===== src/hw/rtl/mrcc_pkg.sv =====
package mrcc_pkg;

  localparam int unsigned MaxRows = 64;
  localparam int unsigned MaxCols = 64;
  localparam int unsigned Cells   = MaxRows * MaxCols;

  localparam int unsigned AddrW  = (Cells > 1) ? $clog2(Cells) : 1;
  localparam int unsigned PosW   = $clog2(Cells + 1);
  localparam int unsigned RowW   = (MaxRows > 1) ? $clog2(MaxRows) : 1;
  localparam int unsigned ColW   = (MaxCols > 1) ? $clog2(MaxCols) : 1;
  localparam int unsigned DimW   = 7;
  localparam int unsigned DistW  = 7;
  localparam int unsigned CountW = 13;
  localparam int unsigned CfgIdxW  = 2;
  localparam int unsigned CfgDataW = 7;

  localparam logic [DistW-1:0]  DistSat      = 7'd127;
  localparam logic [DimW-1:0]   HeightReset  = 7'd64;
  localparam logic [DimW-1:0]   WidthReset   = 7'd64;
  localparam logic [DistW-1:0]  ReachReset   = 7'd1;

  typedef enum logic [CfgIdxW-1:0] {
    CFG_HEIGHT = 2'd0,
    CFG_WIDTH  = 2'd1,
    CFG_REACH  = 2'd2
  } mrcc_cfg_idx_e;

  typedef enum logic [2:0] {
    ST_LOAD,
    ST_FWD,
    ST_FWD_DRAIN,
    ST_BWD,
    ST_BWD_DRAIN,
    ST_EMIT
  } mrcc_state_e;

  typedef struct packed {
    logic load;
    logic start_fwd;
    logic start_bwd;
    logic issue;
    logic bwd;
    logic emit;
  } mrcc_cmd_t;

  typedef struct packed {
    logic issue_last;
  } mrcc_status_t;

  // Zero reads as one, anything above the maximum saturates.
  function automatic logic [DimW-1:0] eff_dim(input logic [DimW-1:0] v,
                                              input int unsigned maxv);
    logic [DimW-1:0] r;
    r = v;
    if (v == '0) begin
      r = DimW'(1);
    end else if (int'(v) > int'(maxv)) begin
      r = DimW'(maxv);
    end
    return r;
  endfunction

  // Neighbour plus one, saturated, against the current distance.
  function automatic logic [DistW-1:0] relax(input logic [DistW-1:0] cur,
                                             input logic [DistW-1:0] nb);
    logic [DistW:0] c;
    c = {1'b0, nb} + {{DistW{1'b0}}, 1'b1};
    if (c > {1'b0, DistSat}) begin
      c = {1'b0, DistSat};
    end
    return (c[DistW-1:0] < cur) ? c[DistW-1:0] : cur;
  endfunction

endpackage


===== src/hw/rtl/mrcc_ctrl.sv =====
module mrcc_ctrl (
  input  logic                  clk_i,
  input  logic                  rst_ni,
  input  logic                  in_valid_i,
  input  logic                  in_last_i,
  output logic                  in_ready_o,
  input  logic                  out_ready_i,
  output logic                  out_valid_o,
  input  mrcc_pkg::mrcc_status_t status_i,
  output mrcc_pkg::mrcc_cmd_t    cmd_o
);
  import mrcc_pkg::*;

  mrcc_state_e state_q, state_d;
  logic        out_valid_q, out_valid_d;

  always_ff @(posedge clk_i or negedge rst_ni) begin
    if (!rst_ni) begin
      state_q     <= ST_LOAD;
      out_valid_q <= 1'b0;
    end else begin
      state_q     <= state_d;
      out_valid_q <= out_valid_d;
    end
  end

  always_comb begin
    state_d    = state_q;
    cmd_o      = '0;
    in_ready_o = 1'b0;
    unique case (state_q)
      ST_LOAD: begin
        in_ready_o = 1'b1;
        if (in_valid_i) begin
          cmd_o.load = 1'b1;
          if (in_last_i) begin
            cmd_o.start_fwd = 1'b1;
            state_d         = ST_FWD;
          end
        end
      end
      ST_FWD: begin
        cmd_o.issue = 1'b1;
        if (status_i.issue_last) begin
          state_d = ST_FWD_DRAIN;
        end
      end
      ST_FWD_DRAIN: begin
        // The last forward cell is written here, before the backward pass reads it.
        cmd_o.start_bwd = 1'b1;
        state_d         = ST_BWD;
      end
      ST_BWD: begin
        cmd_o.issue = 1'b1;
        cmd_o.bwd   = 1'b1;
        if (status_i.issue_last) begin
          state_d = ST_BWD_DRAIN;
        end
      end
      ST_BWD_DRAIN: begin
        state_d = ST_EMIT;
      end
      ST_EMIT: begin
        if (!out_valid_q || out_ready_i) begin
          cmd_o.emit = 1'b1;
          state_d    = ST_LOAD;
        end
      end
      default: begin
        state_d = ST_LOAD;
      end
    endcase
  end

  always_comb begin
    out_valid_d = out_valid_q;
    if (cmd_o.emit) begin
      out_valid_d = 1'b1;
    end else if (out_ready_i) begin
      out_valid_d = 1'b0;
    end
  end

  assign out_valid_o = out_valid_q;

endmodule


===== config.mk =====
export PLATFORM = sky130hd
export DESIGN_NAME = mrcc_ctrl
export DESIGN_NICKNAME = d
export VERILOG_FILES = /design/src/hw/rtl/mrcc_pkg.sv /design/src/hw/rtl/mrcc_ctrl.sv
export SDC_FILE = /design/constraint.sdc
export NUM_CORES = 1
export LEC_CHECK = 0
export BUFFER_PORTS_ARGS = -buffer_cell sky130_fd_sc_hd__buf_2
export CAP_MARGIN = 20
export CORE_AREA = 2 2 39 41
export DETAILED_ROUTE_END_ITERATION = 12
export DIE_AREA = 0 0 41 43
export PLACE_DENSITY = 0.44
export SYNTH_ARGS = -nofsm -noshare
export SYNTH_HDL_FRONTEND = slang
export SYNTH_SLANG_ARGS = --single-unit

===== constraint.sdc =====
create_clock -name clk_i -period 2.52 [get_ports clk_i]
set_input_delay 0.252 -clock clk_i [delete_from_list [all_inputs] [get_ports clk_i]]
set_output_delay 0.252 -clock clk_i [all_outputs]
set_load 0.05 [all_outputs]

Yosys cells after proc, flatten, opt, wreduce, memory -nomap -nowiden:

Index checks and enable logic that the tools add are counted.

* word-level logic and storage cells: 35
* bits in registers: 4
* input port bits: 6
* output and inout port bits: 8

* multiplexer cells: 17
* reduce and logical (&&, ||, !) cells: 6
* equal/unequal tests: 10

Operators with widths (count)
* $pmux W3 S6: 1
* $mux W3: 5
* $ne A2 B2 Y1 const B: 5
* $mux W1: 9
* $eq A3 B2 Y1 const B: 2
* $eq A3 B3 Y1 const B: 2
* $reduce_and A5 Y1: 1
* $mux W2: 2
* $eq A3 B1 Y1 const B: 1
* $logic_not A3 Y1: 1
* $reduce_bool A2 Y1: 1
* $reduce_or A2 Y1: 1
* $logic_not A1 Y1: 1
* $logic_or A1 B1 Y1: 1

Depth between registers and ports, before layout:

* depth after elaboration: 5
* gate-level depth with buffers: 4
* mapped depth without buffers: 3

Worst setup path after synthesis:

No wires, ideal clock.

* path kind: register -> output
* start: reg state_q[2]
* end: out cmd_o[3] in the netlist's numbering
* path buffers: 1
* required time: 2.268 ns
* cell stages (with the launch flop): 3
* path slack: 0.608 ns
* arrival time: 1.660 ns
* path through: dfrtp_1 > buf_4 > nor3b_1

RTL lines
* start, declared: RTL line mrcc_ctrl.sv:14 `mrcc_state_e state_q, state_d;`
* start signal, assigned: RTL line mrcc_ctrl.sv:22 `state_q <= state_d;`
* end, declared: RTL line mrcc_ctrl.sv:10 `output mrcc_pkg::mrcc_cmd_t cmd_o`

==> results.md <==
- Dpl cell area: 336.6 um2
- Setup-failing EPs final: 0
- Hold depth: 3
- Vias in the first global route: between 200 and 250
- Worst path slowest cell: dfrtp_1
- Synth area leaders: dfrtp_1, buf_4, nor3_4, a221oi_2, nor2b_1
- Period utilisation layout: 66.10%
- Final wirelength: 599 um
- Post-synth top area cell: dfrtp_1
- Post-CTS setup buffer count: 0
- PortBufs: 13
- Initial antenna violation count: 0
- Clock Tree Buf Depth: 2
- Clock net sink count: 4
- Commonest non-fill, non-tap cell in the layout: buf_2
- Critical-path cell list: nor3_4 > and3_2 > buf_2
- WP data required: 2270 ps
- Total track usage: around 8.0%
- Critical path arrival: 1410 ps
- Hold Path End: out_valid_o
- Fin crit period: 1666 ps
- Reg-to-reg slack, setup: approximately 1400 ps
- Skew-Pair Late Insertion Delay: around 230 ps
- Unrepaired setup endpoints after global routing: no
- Critical R2R Launch: state_q[0]
- Slew HR: 74.61%
- H-tree lvl count: 1
- Drt drc: 0
- Reg2reg end: state_q[0]
- Filler Cell Count: 149
- Synth warnings: 0
- #FFs+latches synth: 4
- Gpl congestion: 0.6759
- Syn_area_per_cell: 9.837 um2
- Post-Synthesis Cells: 29
- Max Cap Viol: 0
- HPWL Detailed: around 420 um
- Cts repair resizes: 0
- Endpoint type of the worst setup path: output port
- Initial Utilization: 20.61%
- Run status: finished clean
- CTS Root Cell: clkbuf_4
- Crit path launch type: register
- Routed Antenna Nets: 0
- CTS buffer count: 3
- Post-synthesis sequential area ratio: 35.09%
- Fin Setup TNS: 0 ps
- Remaining Overflow, GRT: 0
- Clock Pin Slew Worst Setup and Hold Paths: 40 ps
- Worst-Margin Slew: approximately 380 ps
- Share of cells above drive strength 1: a little over half
- CTS tree: yes
- Final nets: 50
- Post-Synthesis Cell Area: 285.3 um2
- Synth cell types: 20
- Num rows: 14
- Hold Path Origin: out_ready_i
- Routed vias/inst: 4.138
- TritonRoute pass-1 iters: 2
- Setup WS pre-CTS: 1111 ps
- Diode count: 0
- Final hold violations: 0
- Max-slew violations: 0
- Worst Clk Skew: 0.4203 ps
- Finished layout cell area: 369.1 um2
- Chip width: roughly 40 um
- Largest net degree at the start of global routing: 10
- Commonest cells after routing, fill and taps aside: buf_2, dfrtp_1, nor2_1, clkbuf_4
- CORE AREA: 1384 um2
- Vias: 240
- Die Ht: 43 um
- Largest fanout on the critical path: 9
- Area delta synth->final: 29.39%
- DRT iter0 DRCs: 3
- I/O Pins: 14
- FMAX: 600.4 MHz
- Worst Path Class, Setup: register to output port
- Die Footprint: 1763 um2
- Post-synth top area share: 35.09%
- R2R depth: 3
- Hold WC Path Type: primary input to register
- Fin worst setup slack: 854.4 ps
- Crit path largest cell delay: approximately 500 ps
- Wire per inst: 10.33 um
- First-pass GRT wire length: 959 um
- Syn Nets: 35
[layout make-up]
| cell class | instances | area, um2 | share of cell area [%] |
|---|---|---|---|
| clock buffer | 3 | 22.52 | 6.102 |
| tap | 16 | 20.02 | 5.424 |
| multi-input combinational | 20 | 147.6 | 40.00 |
| timing repair buffer | 14 | 75.07 | 20.34 |
| sequential | 4 | 100.1 | 27.12 |
| inverter | 1 | 3.754 | 1.017 |
[synth_stat cells, drive strengths merged]
| cell type | count |
|---|---|
| nand2b | 1 |
| a41o | 1 |
| a21boi | 1 |
| and3 | 2 |
| a211oi | 1 |
| nor2b | 2 |
| a221oi | 1 |
| inv | 1 |
| and2 | 1 |
| nor3 | 1 |
| nand2 | 2 |
| a21oi | 1 |
| dfrtp | 4 |
| buf | 4 |
| xor2 | 1 |
| nor3b | 1 |
| nor2 | 3 |
| nand3b | 1 |
[layer usage]
layer / routed length, um / GRT usage, %
met5: 0 / 0
met4: 0 / 8.000
met3: 34 / 0
met2: 260 / 9.688
met1: 304 / 11.76
[worst max path at each step]
| stage | start | end | slack (ps) | depth (start not counted) |
|---|---|---|---|---|
| 2_1_floorplan | state_q[2] | cmd_o[3] | 610 | 2 |
| 3_3_place_gp | state_q[0] | cmd_o[4] | 1120 | 3 |
| 3_5_place_dp | state_q[0] | cmd_o[4] | 1110 | 3 |
| 5_1_grt | state_q[0] | cmd_o[4] | 760 | 3 |
| 6_report | state_q[0] | cmd_o[4] | 850 | 3 |
| 4_1_cts | state_q[0] | cmd_o[4] | 840 | 3 |
[what timing repair did]
item                                    4_1_cts  5_1_grt
hold buffers                                  1        0
endpoints found under the hold margin         4        0
endpoints found under the setup margin        0        0
[worst max-delay path, delay by kind of cell, from the launching register on]
kind          cells  cell delay [ps]
flops             1              490
buf+inv           1              250
simple gates      2              440
[cell families after synthesis]
kind of cell	count (synthesis)	synth area share (%)
AOI/OAI and AO/OA	5	17.10
and+or+nand+nor	14	31.59
DFF	4	35.09
xor gates and xnor gates	1	3.071
buffers and inverters	5	13.16
[state kept, by name, indices dropped and copies added (netlist names)]
name and count:
out_valid_o 1, state_q 3
[metrics by stage]
stage | utilization [%] | cells | hold WS [ps]
floorplan | - | 29 | -43.59
global placement | 24.32 | 54 | 64.51
detailed placement | 24.32 | 54 | 62.87
CTS | 26.67 | 58 | 303.0
global route | 26.67 | 58 | 332.3
finish | 26.67 | 58 | 307.7
Power is left out: the tool's default activity adds up to more than one toggle a clock period on the data nets, which glitch-free logic cannot reach.
